==> src/sv/abad_pkg.sv <==
package abad_pkg;

    localparam int WORD_W   = 32;
    localparam int TALLY_W  = 14;
    localparam int PERIOD_W = 7;
    localparam int CNT_W    = $clog2(WORD_W + 1);

    localparam logic [WORD_W-1:0]   MIN_LENGTH       = 32'h0100_0000;
    localparam logic [WORD_W-1:0]   MAX_LENGTH       = 32'hFFFF_FFFF;
    localparam logic [WORD_W-1:0]   DIV_DIVIDEND     = 32'h8000_0000;
    localparam logic [PERIOD_W-1:0] PERIOD_CAP       = 7'd64;
    localparam logic [PERIOD_W-1:0] PERIOD_START     = 7'd4;
    localparam logic [TALLY_W-1:0]  ZERO_TALLY_INIT  = 14'd1;
    localparam logic [TALLY_W-1:0]  TOTAL_TALLY_INIT = 14'd2;

    typedef enum logic [1:0] {
        ACT_START       = 2'd0,
        ACT_DECODE      = 2'd1,
        ACT_FEED        = 2'd2,
        ACT_MODEL_RESET = 2'd3
    } action_t;

    typedef enum logic [7:0] {
        ST_IDLE   = 8'b0000_0001,
        ST_SPLIT  = 8'b0000_0010,
        ST_DECIDE = 8'b0000_0100,
        ST_TALLY  = 8'b0000_1000,
        ST_DIV_GO = 8'b0001_0000,
        ST_DIVIDE = 8'b0010_0000,
        ST_SCALE  = 8'b0100_0000,
        ST_DONE   = 8'b1000_0000
    } state_t;

    typedef struct packed {
        logic take;
        logic split;
        logic decide;
        logic tally;
        logic div_start;
        logic scale;
        logic load_out;
    } ctrl_cmd_t;

    typedef struct packed {
        logic decode_go;
        logic adapt_due;
        logic div_done;
    } dp_status_t;

endpackage

==> src/sv/abad_div.sv <==
module abad_div (
    input  logic                           clk,
    input  logic                           rst_n,
    input  logic                           start,
    input  logic [abad_pkg::TALLY_W-1:0]   divisor,
    output logic                           done,
    output logic [abad_pkg::WORD_W-1:0]    quotient
);

    logic [abad_pkg::TALLY_W-1:0] rem_reg;
    logic [abad_pkg::TALLY_W-1:0] dvsr_reg;
    logic [abad_pkg::WORD_W-1:0]  quot_reg;
    logic [abad_pkg::CNT_W-1:0]   cnt_reg;
    logic                         done_reg;

    logic [abad_pkg::TALLY_W:0]   trial;
    logic [abad_pkg::TALLY_W:0]   diff;
    logic                         ge;

    // one restoring step per cycle: bring down the next dividend bit
    always_comb
    begin
        trial = {rem_reg, quot_reg[abad_pkg::WORD_W-1]};
        ge    = trial >= {1'b0, dvsr_reg};
        diff  = trial - {1'b0, dvsr_reg};
    end

    always_ff @(posedge clk)
    begin
        if (start)
        begin
            rem_reg  <= '0;
            dvsr_reg <= divisor;
            quot_reg <= abad_pkg::DIV_DIVIDEND;
        end
        else if (cnt_reg != '0)
        begin
            rem_reg  <= ge ? diff[abad_pkg::TALLY_W-1:0] : trial[abad_pkg::TALLY_W-1:0];
            quot_reg <= {quot_reg[abad_pkg::WORD_W-2:0], ge};
        end
    end

    always_ff @(posedge clk or negedge rst_n)
    begin
        if (!rst_n)
        begin
            cnt_reg  <= '0;
            done_reg <= 1'b0;
        end
        else
        begin
            if (start)
            begin
                cnt_reg <= abad_pkg::CNT_W'(abad_pkg::WORD_W);
            end
            else if (cnt_reg != '0)
            begin
                cnt_reg <= cnt_reg - 1'b1;
            end
            done_reg <= !start && (cnt_reg == abad_pkg::CNT_W'(1));
        end
    end

    assign done     = done_reg;
    assign quotient = quot_reg;

endmodule

==> src/sv/abad_dp.sv <==
module abad_dp #(
    parameter int PROB_SHIFT = 13
) (
    input  logic                          clk,
    input  logic                          rst_n,
    input  abad_pkg::ctrl_cmd_t           cmd,
    output abad_pkg::dp_status_t          status,
    input  logic [1:0]                    action,
    input  logic [abad_pkg::WORD_W-1:0]   data,
    output logic                          bit_res,
    output logic                          bit_valid,
    output logic                          need_byte
);

    // zero probability can reach PROB_SHIFT + 14 bits when the tallies wrap
    localparam int ZP_W    = PROB_SHIFT + 15;
    localparam int LHI_W   = abad_pkg::WORD_W - PROB_SHIFT;
    localparam int SPROD_W = ZP_W + LHI_W;
    localparam int QPROD_W = abad_pkg::TALLY_W + abad_pkg::WORD_W;
    localparam int QSHIFT  = abad_pkg::WORD_W - 1 - PROB_SHIFT;
    localparam logic [ZP_W-1:0] ZP_INIT = ZP_W'(1) << (PROB_SHIFT - 1);
    localparam logic [abad_pkg::TALLY_W+1:0] HALVE_AT =
        (abad_pkg::TALLY_W + 2)'(1) << PROB_SHIFT;

    logic [abad_pkg::WORD_W-1:0]   code_reg;
    logic [abad_pkg::WORD_W-1:0]   len_reg;
    logic [ZP_W-1:0]               zp_reg;
    logic [abad_pkg::TALLY_W-1:0]  zero_reg;
    logic [abad_pkg::TALLY_W-1:0]  total_reg;
    logic [abad_pkg::PERIOD_W-1:0] period_reg;
    logic [abad_pkg::PERIOD_W-1:0] togo_reg;
    logic [abad_pkg::WORD_W-1:0]   split_reg;
    logic                          dec_bit_reg;
    logic                          dec_valid_reg;
    logic                          bit_res_reg;
    logic                          bit_valid_reg;
    logic                          need_byte_reg;

    logic                          len_short;
    logic [SPROD_W-1:0]            split_prod;
    logic                          code_ge;
    logic [abad_pkg::TALLY_W-1:0]  tsum;
    logic [abad_pkg::TALLY_W-1:0]  thalf;
    logic [abad_pkg::TALLY_W-1:0]  zhalf;
    logic [abad_pkg::TALLY_W-1:0]  total_next;
    logic [abad_pkg::TALLY_W-1:0]  zero_adapt;
    logic [abad_pkg::PERIOD_W+2:0] p5;
    logic [abad_pkg::PERIOD_W-1:0] period_grow;
    logic [abad_pkg::PERIOD_W-1:0] period_next;
    logic [abad_pkg::TALLY_W-1:0]  divisor;
    logic                          div_done;
    logic [abad_pkg::WORD_W-1:0]   quotient;
    logic [QPROD_W-1:0]            scale_prod;

    abad_div u_div (
        .clk      (clk),
        .rst_n    (rst_n),
        .start    (cmd.div_start),
        .divisor  (divisor),
        .done     (div_done),
        .quotient (quotient)
    );

    always_comb
    begin
        len_short  = len_reg < abad_pkg::MIN_LENGTH;
        split_prod = zp_reg * len_reg[abad_pkg::WORD_W-1:PROB_SHIFT];
        code_ge    = code_reg >= split_reg;

        // periodic model update: grow total and period, halve tallies near limit
        tsum       = total_reg + abad_pkg::TALLY_W'(period_reg);
        thalf      = abad_pkg::TALLY_W'(({1'b0, tsum} + 1'b1) >> 1);
        zhalf      = abad_pkg::TALLY_W'(({1'b0, zero_reg} + 1'b1) >> 1);
        total_next = tsum;
        zero_adapt = zero_reg;
        if ({2'b00, tsum} >= HALVE_AT)
        begin
            zero_adapt = zhalf;
            total_next = (zhalf == thalf) ? thalf + 1'b1 : thalf;
        end

        p5          = {1'b0, period_reg, 2'b00} + (abad_pkg::PERIOD_W + 3)'(period_reg);
        period_grow = abad_pkg::PERIOD_W'(p5 >> 2);
        period_next = (p5[abad_pkg::PERIOD_W+2:2] > (abad_pkg::PERIOD_W + 1)'(abad_pkg::PERIOD_CAP))
                      ? abad_pkg::PERIOD_CAP : period_grow;

        divisor    = (total_reg == '0) ? abad_pkg::TALLY_W'(1) : total_reg;
        scale_prod = zero_reg * quotient;
    end

    always_ff @(posedge clk or negedge rst_n)
    begin
        if (!rst_n)
        begin
            code_reg      <= '0;
            len_reg       <= '0;
            zp_reg        <= ZP_INIT;
            zero_reg      <= abad_pkg::ZERO_TALLY_INIT;
            total_reg     <= abad_pkg::TOTAL_TALLY_INIT;
            period_reg    <= abad_pkg::PERIOD_START;
            togo_reg      <= abad_pkg::PERIOD_START;
            dec_bit_reg   <= 1'b0;
            dec_valid_reg <= 1'b0;
        end
        else
        begin
            if (cmd.take)
            begin
                dec_bit_reg   <= 1'b0;
                dec_valid_reg <= 1'b0;
                case (abad_pkg::action_t'(action))
                    abad_pkg::ACT_START:
                    begin
                        code_reg <= data;
                        len_reg  <= abad_pkg::MAX_LENGTH;
                    end
                    abad_pkg::ACT_FEED:
                    begin
                        if (len_short)
                        begin
                            code_reg <= {code_reg[abad_pkg::WORD_W-9:0], data[7:0]};
                            len_reg  <= {len_reg[abad_pkg::WORD_W-9:0], 8'h00};
                        end
                    end
                    abad_pkg::ACT_MODEL_RESET:
                    begin
                        zp_reg     <= ZP_INIT;
                        zero_reg   <= abad_pkg::ZERO_TALLY_INIT;
                        total_reg  <= abad_pkg::TOTAL_TALLY_INIT;
                        period_reg <= abad_pkg::PERIOD_START;
                        togo_reg   <= abad_pkg::PERIOD_START;
                    end
                    default:
                    begin
                    end
                endcase
            end

            if (cmd.decide)
            begin
                dec_bit_reg   <= code_ge;
                dec_valid_reg <= 1'b1;
                togo_reg      <= togo_reg - 1'b1;
                if (code_ge)
                begin
                    code_reg <= code_reg - split_reg;
                    len_reg  <= len_reg - split_reg;
                end
                else
                begin
                    len_reg  <= split_reg;
                    zero_reg <= zero_reg + 1'b1;
                end
            end

            if (cmd.tally)
            begin
                total_reg  <= total_next;
                zero_reg   <= zero_adapt;
                period_reg <= period_next;
                togo_reg   <= period_next;
            end

            if (cmd.scale)
            begin
                zp_reg <= ZP_W'(scale_prod >> QSHIFT);
            end
        end
    end

    always_ff @(posedge clk)
    begin
        if (cmd.split)
        begin
            split_reg <= split_prod[abad_pkg::WORD_W-1:0];
        end
        if (cmd.load_out)
        begin
            bit_res_reg   <= dec_bit_reg;
            bit_valid_reg <= dec_valid_reg;
            need_byte_reg <= len_short;
        end
    end

    assign status.decode_go = (abad_pkg::action_t'(action) == abad_pkg::ACT_DECODE) && !len_short;
    assign status.adapt_due = togo_reg == abad_pkg::PERIOD_W'(1);
    assign status.div_done  = div_done;

    assign bit_res   = bit_res_reg;
    assign bit_valid = bit_valid_reg;
    assign need_byte = need_byte_reg;

endmodule

==> src/sv/abad_ctrl.sv <==
module abad_ctrl (
    input  logic                  clk,
    input  logic                  rst_n,
    input  logic                  in_valid,
    output logic                  in_stall,
    output logic                  out_valid,
    input  logic                  out_stall,
    input  abad_pkg::dp_status_t  status,
    output abad_pkg::ctrl_cmd_t   cmd
);

    abad_pkg::state_t state_reg;
    abad_pkg::state_t state_next;
    logic             out_valid_reg;
    logic             out_free;

    always_comb
    begin
        out_free   = !out_valid_reg || !out_stall;
        state_next = state_reg;
        cmd        = '0;
        case (state_reg)
            abad_pkg::ST_IDLE:
            begin
                if (in_valid)
                begin
                    cmd.take   = 1'b1;
                    state_next = status.decode_go ? abad_pkg::ST_SPLIT : abad_pkg::ST_DONE;
                end
            end
            abad_pkg::ST_SPLIT:
            begin
                cmd.split  = 1'b1;
                state_next = abad_pkg::ST_DECIDE;
            end
            abad_pkg::ST_DECIDE:
            begin
                cmd.decide = 1'b1;
                state_next = status.adapt_due ? abad_pkg::ST_TALLY : abad_pkg::ST_DONE;
            end
            abad_pkg::ST_TALLY:
            begin
                cmd.tally  = 1'b1;
                state_next = abad_pkg::ST_DIV_GO;
            end
            abad_pkg::ST_DIV_GO:
            begin
                cmd.div_start = 1'b1;
                state_next    = abad_pkg::ST_DIVIDE;
            end
            abad_pkg::ST_DIVIDE:
            begin
                if (status.div_done)
                begin
                    state_next = abad_pkg::ST_SCALE;
                end
            end
            abad_pkg::ST_SCALE:
            begin
                cmd.scale  = 1'b1;
                state_next = abad_pkg::ST_DONE;
            end
            abad_pkg::ST_DONE:
            begin
                // hold the result until the output register frees up
                if (out_free)
                begin
                    cmd.load_out = 1'b1;
                    state_next   = abad_pkg::ST_IDLE;
                end
            end
            default:
            begin
                state_next = abad_pkg::ST_IDLE;
            end
        endcase
    end

    always_ff @(posedge clk or negedge rst_n)
    begin
        if (!rst_n)
        begin
            state_reg     <= abad_pkg::ST_IDLE;
            out_valid_reg <= 1'b0;
        end
        else
        begin
            state_reg <= state_next;
            if (cmd.load_out)
            begin
                out_valid_reg <= 1'b1;
            end
            else if (!out_stall)
            begin
                out_valid_reg <= 1'b0;
            end
        end
    end

    assign in_stall  = state_reg != abad_pkg::ST_IDLE;
    assign out_valid = out_valid_reg;

endmodule

==> src/sv/adaptive_binary_arith_decoder_top.sv <==
// Channel  Direction  Handshake            Payload
// in       input      in_valid / in_stall  action[1:0], data[31:0]
// out      output     out_valid / out_stall bit_res, bit_valid, need_byte
//
// Start, feed and model reset go IDLE, DONE; a decode with enough length goes
// IDLE, SPLIT, DECIDE, DONE. Every adapt period (4 to 64 decodes) one decode
// also runs TALLY, DIV_GO, the 32-step restoring divider (DIVIDE) and SCALE.
// Reset is asynchronous; the model comes up equiprobable, length zero.
// The output register holds a result while out is stalled; a new transaction
// is taken only when the previous one has moved into that register.
module adaptive_binary_arith_decoder_top #(
    parameter int PROB_SHIFT = 13
) (
    input  logic                         clk,
    input  logic                         rst_n,
    input  logic                         in_valid,
    output logic                         in_stall,
    input  logic [1:0]                   action,
    input  logic [abad_pkg::WORD_W-1:0]  data,
    output logic                         out_valid,
    input  logic                         out_stall,
    output logic                         bit_res,
    output logic                         bit_valid,
    output logic                         need_byte
);

    abad_pkg::ctrl_cmd_t  cmd;
    abad_pkg::dp_status_t status;

    abad_ctrl u_ctrl (
        .clk       (clk),
        .rst_n     (rst_n),
        .in_valid  (in_valid),
        .in_stall  (in_stall),
        .out_valid (out_valid),
        .out_stall (out_stall),
        .status    (status),
        .cmd       (cmd)
    );

    abad_dp #(
        .PROB_SHIFT (PROB_SHIFT)
    ) u_dp (
        .clk       (clk),
        .rst_n     (rst_n),
        .cmd       (cmd),
        .status    (status),
        .action    (action),
        .data      (data),
        .bit_res   (bit_res),
        .bit_valid (bit_valid),
        .need_byte (need_byte)
    );

endmodule
==> config.mk <==
export PLATFORM = sky130hd
export DESIGN_NAME = adaptive_binary_arith_decoder_top
export DESIGN_NICKNAME = d
export VERILOG_FILES = /design/src/sv/abad_pkg.sv /design/src/sv/abad_div.sv /design/src/sv/abad_dp.sv /design/src/sv/abad_ctrl.sv /design/src/sv/adaptive_binary_arith_decoder_top.sv
export SDC_FILE = /design/constraint.sdc
export NUM_CORES = 2
export LEC_CHECK = 0
export BUFFER_PORTS_ARGS = -buffer_cell sky130_fd_sc_hd__buf_2
export CORE_ASPECT_RATIO = 0.7
export CORE_UTILIZATION = 35
export DETAILED_ROUTE_END_ITERATION = 7
export SETUP_SLACK_MARGIN = 0.15
export SLEW_MARGIN = 20
export SYNTH_ARGS = -nofsm -noshare
export SYNTH_HDL_FRONTEND = slang
export SYNTH_HIERARCHICAL = 1
export SYNTH_SLANG_ARGS = --single-unit
==> constraint.sdc <==
create_clock -name clk -period 8 [get_ports clk]
set_clock_uncertainty 0.15 [all_clocks]
set_input_delay 1.6 -clock clk [delete_from_list [all_inputs] [get_ports clk]]
set_output_delay 1.6 -clock clk [all_outputs]
set_load 0.1 [all_outputs]
# Yosys cells after proc, flatten, opt, wreduce, memory -nomap -nowiden
# Cells that the tools add are included.
[word_totals] register_bits=247 elab_cells=136 out_inout_bits=5
[classes] n_reduce_logical=24 n_eq_ne=21 multipliers=2 mux=53 add_sub_neg=11 magnitude_cmp=5
[op_table] operator="$mux 32" count=8
[op_table] operator="$mux 14" count=12
[op_table] operator="$pmux 32 s2" count=2
[op_table] operator="$mux 28" count=3
[op_table] operator="$pmux 8 s8" count=1
[op_table] operator="$sub 32x32->32" count=2
[op_table] operator="$mul 14x32->46" count=1
[op_table] operator="$mux 7" count=6
[op_table] operator="$mux 8" count=5
[op_table] operator="$ge 32x32->1" count=1
[op_table] operator="$lt 32x25->1 const B" count=1
[op_table] operator="$mul 28x19->32" count=1
[op_table] operator="$add 14x1->15 const B" count=2
[op_table] operator="$add 14x1->14 const B" count=2
[op_table] operator="$ge 15x14->1" count=1
[op_table] operator="$add 14x7->14" count=1
[op_table] operator="$eq 14x14->1" count=1
[op_table] operator="$ge 14x14->1 const B" count=1
[op_table] operator="$logic_not 14->1" count=1
[op_table] operator="$mux 1" count=14
[op_table] operator="$sub 14x14->14" count=1
[op_table] operator="$mux 6" count=2
[op_table] operator="$reduce_bool 2->1" count=6
[op_table] operator="$add 9x7->10" count=1
[op_table] operator="27 further kinds" count=40

# Longest topological paths before layout
[depth] depth_word=6 ltp_mapped=27 depth_no_buf=25

# By module
# The synthesis kept the hierarchy.
[modules_own_cells] module="abad_dp" seq_area_each_um2=4460.5 cells_each=4480 n_inst=1 area_each_um2=38658.3
[modules_own_cells] module="abad_div" seq_area_each_um2=1516.5 cells_each=367 n_inst=1 area_each_um2=3274.4
[modules_own_cells] module="abad_ctrl" seq_area_each_um2=226.5 cells_each=58 n_inst=1 area_each_um2=518.0

# Worst setup path before layout
# No wires, ideal clock.
[synth_timing] kind="flip-flop to flip-flop" from="register u_dp/len_reg[14] (netlist bit)" to="register u_dp/split_reg[31] (netlist bit) (data pin)" stages_incl_launch_ff=25 setup_time_ps=259 period_less_slack_ps=7017 path_buffers=2 required_time_ps=7591 arrival_ps=6607 setup_slack_ps=983 path_cell_list="dfrtp_1 -> clkbuf_1 -> clkbuf_1 -> nand2_1 -> fa_1 -> inv_1 -> fa_1 -> fa_1 -> inv_1 -> fa_1 -> inv_1 -> fa_1 -> fa_1 -> ha_1 -> a21o_1 -> a21oi_1 -> o21a_1 -> nand2_1 -> o21ai_0 -> o21ai_0 -> nand4_1 -> a21oi_1 -> a2111oi_0 -> a21oi_1 -> xnor2_1"
[synth_via] elab_chain_cells=1
[synth_rtl] item="start: declaration" line="abad_dp.sv:26" text="logic [abad_pkg::WORD_W-1:0] len_reg;"
[synth_rtl] item="start signal: assignment" line="abad_dp.sv:115" text="len_reg <= abad_pkg::MAX_LENGTH;"
[synth_rtl] item="start signal: assignment" line="abad_dp.sv:122" text="len_reg <= {len_reg[abad_pkg::WORD_W-9:0], 8'h00};"
[synth_rtl] item="start signal: assignment" line="abad_dp.sv:147" text="len_reg <= len_reg - split_reg;"
[synth_rtl] item="$mul 28x19->32" line="abad_dp.sv:67" text="split_prod = zp_reg * len_reg[abad_pkg::WORD_W-1:PROB_SHIFT];"
[synth_rtl] item="via u_dp.split_prod[31]" line="abad_dp.sv:40" text="logic [SPROD_W-1:0] split_prod;"
[synth_rtl] item="end signal: assignment" line="abad_dp.sv:175" text="split_reg <= split_prod[abad_pkg::WORD_W-1:0];"
[synth_rtl] item="end: declaration" line="abad_dp.sv:32" text="logic [abad_pkg::WORD_W-1:0] split_reg;"
# The timed path passes the listed nets, and every way through them passes these cells.
# A chain may end at the register's enable or synchronous reset.

# Worst setup path after layout
[layout_timing] from="register u_dp/len_reg[19] (netlist bit)" to="register u_dp/split_reg[31] (netlist bit) (data pin)"
# Same word-level chain as after synthesis.

==> run metrics <==
core area ~0.12 mm^2; number of synthesized flops with an enable pin 49; RSZ-0062 raised after global routing false; # IOs 43; Die Ht 293.4 um; Post-Syn Instances between 4,000 and 5,000; final non-filler cell total 6,457; largest net degree at the start of global routing 84; Core Util, Final 0.3818; total setup buffers inserted after CTS 0; H-tree levels 2; Crit Path Max Fanout 18; nets 5,830; status finished, final reports clean; Worst VDD drop 0.0008616 V; TNS Setup 0 ps; Routed Antenna Nets 0; total chip power 19.09 mW; GRT overflow 0; initial antenna violation count 1; main flop type after synthesis dfrtp_1; Avg WL per Cell 18.58 um; clock sink count 247; DIE AREA 0.1227 mm^2; gpl congestion 0.8956; Final Cycle Share 0.9293; Routed Wire Length between 100,000 and 150,000 um; Final Hold Fails 0; share of the synthesized area in the top cell type 0.3301; synthesis-stage register bit count between 200 and 250; dominant cell type by area after synthesis fa_1; Fillers ~12,000; via count of the first global-routing pass 33,340; Die W 418.3 um; Post-DP HPWL 94,640 um; power density cells 417.1 mW/mm^2; crit path kind reg2reg; first-pass GRT wire length 192,100 um; Mapped Area 0.04245 mm^2; clock slew at reported path FFs 60 ps; crit end category flip-flop; met1 WL 58,550 um; Worst EP required 8140 ps; Row Count 106; Max Slew Vio Count 0; GRT Util Overall 0.1985; Hold Path Class reg2reg; clock buffer depth 3; critical path startpoint category flip-flop; fraction of registers with async set/reset 0.6154; Synth warnings 6; Max Freq approximately 130 MHz; Top Layer Used met4; starting density of the core 0.3541; slew of the pin with the lowest slew margin 1131 ps; most frequent cells in the layout inv_1, nand2_1, fa_1; IO buf count 42; leakage 21.73 nW; max cap viols 0; DR vias 33,410; Residual DRC 0; Arr. time, crit path 7570 ps; dpl cells approximately 6,400; syn_area_per_cell around 8.7 um^2; 1st-pass router iterations 6; met3 WL post-DR around 11,000 um; CTS Buf Count 36; slew margin rel. 0.2457; drt via density between 5 and 6; dpl ws 544.3 ps; synth top area cells fa_1, dfrtp_1, ha_1; Reg area 0.006208 mm^2; Post-Syn Nets 5,927; share of cells above drive strength 1 0.05562; sequential cell area fraction in the yosys report 0.1461; clock root buffer clkbuf_16; final worst slack around 570 ps; Yosys cell types 98; Worst-Skew Late Latency 570 ps; DRT iter0 DRCs 2,589; final setup fails 0; Multi-input gate area 0.03202 mm^2; Area Overhead vs Synth 7.834%; Met2 Wirelength slightly below 50,000 um; TritonCTS clock tree built; min Tclk post-route 7434 ps; commonest non-fill, non-tap cell in the layout inv_1
cell families (layout without fill, tap and decap cells):
group,Yosys count,after routing,share of synthesized area
simple gates,1581,1581,0.1775
buf+inv,1136,1067,0.1014
fa+ha+maj,984,984,0.4138
compound gates,747,747,0.1170
flops,247,247,0.1461
xor+xnor,194,194,0.04038
mux,16,16,0.003861
other cells,0,1,0
power by group:
| group | switching [mW] | internal [mW] | total (mW) |
|---|---|---|---|
| combinational | 8.63 | 5.83 | 14.5 |
| clock | 0.661 | 0.984 | 1.64 |
| sequential | 0.889 | 2.10 | 2.99 |
| total | 10.2 | 8.91 | 19.1 |
worst max-delay path, stage by stage, from the launching register on:
cell	delay (ps)
dfrtp_1	730
and2_1	320
fa_1	390
fa_1	460
fa_1	500
inv_1	60
fa_1	490
inv_1	50
fa_1	550
fa_1	480
ha_1	390
a21o_1	200
a21oi_1	290
o21a_1	240
nand2_1	60
o21ai_0	350
o21ai_0	290
nand4_1	220
a21oi_1	100
a2111oi_0	440
buf_4	200
a21oi_1	70
xnor2_1	130
per-layer routing:
metal | vias to the layer above | track usage
li1 | 15280 | -
met1 | 16800 | 0.3111
met2 | 1228 | 0.2762
met3 | 106 | 0.04196
met4 | 0 | 0.03886
met5 | - | 0
through the flow:
stage / hold WS (ps) / instance area (um^2)
4_1_cts: 295.1 / 45710
3_5_place_dp: 282.3 / 44510
2_1_floorplan: 274.8 / 42450
6_report: 296.6 / 45780
5_1_grt: 303.3 / 45770
3_3_place_gp: 282.1 / 44510
synth_stat cells, types with 9 or more instances:
cell,count
a21o_1,73
nor4_1,14
buf_2,13
nor2_1,161
buf_1,13
xnor2_1,118
clkbuf_1,256
o21ai_0,140
fa_1,700
dfxtp_1,46
a21boi_0,9
o221ai_1,20
a31oi_1,34
ha_1,284
a211oi_1,30
and2_1,341
o22ai_1,13
nand3_1,57
a21oi_1,206
nor3b_1,14
o211ai_1,21
o21bai_1,14
nand2b_1,23
or3_1,14
a22o_1,33
a311oi_1,11
o31ai_1,12
a22oi_1,14
inv_1,847
xor2_1,75
edfxtp_1,49
mux2i_1,13
nand2_1,798
nor2b_1,18
nand4_1,24
nor3_1,42
and3_1,20
o21a_1,26
dfrtp_1,146
a221oi_1,24
layout make-up:
cell class,instances,share of cell area
Sequential cell,247,0.1356
Clock inverter,16,0.004428
Inverter,849,0.06962
Multi-Input combinational cell,3522,0.6995
Tap cell,1620,0.04428
Timing Repair Buffer,152,0.02457
Antenna cell,1,0.00005467
Clock buffer,50,0.02192
timing repair:
| item | 4_1_cts | 5_1_grt |
|---|---|---|
| hold buffers | 0 | 0 |
| hold endpoints to repair | 0 | 0 |
| gates resized for setup | 0 | 4 |
| endpoints found under the setup margin | 0 | 5 |
final timing paths:
kind                                     from            endpoint  slack [ps]  cells past startpoint
min reg2reg                u_dp/dec_valid_reg      u_dp/bit_valid         300                      0
max reg2reg                  u_dp/len_reg[19]  u_dp/split_reg[31]         570                     22
max in group asynchronous               rst_n    u_dp/len_reg[18]        5390                      3
max                          u_dp/len_reg[19]  u_dp/split_reg[31]         570                     22
min in group asynchronous               rst_n   u_dp/zero_reg[12]         970                      1
min                        u_dp/dec_valid_reg      u_dp/bit_valid         300                      0
No activity file was read; power rests on OpenSTA's default activity.
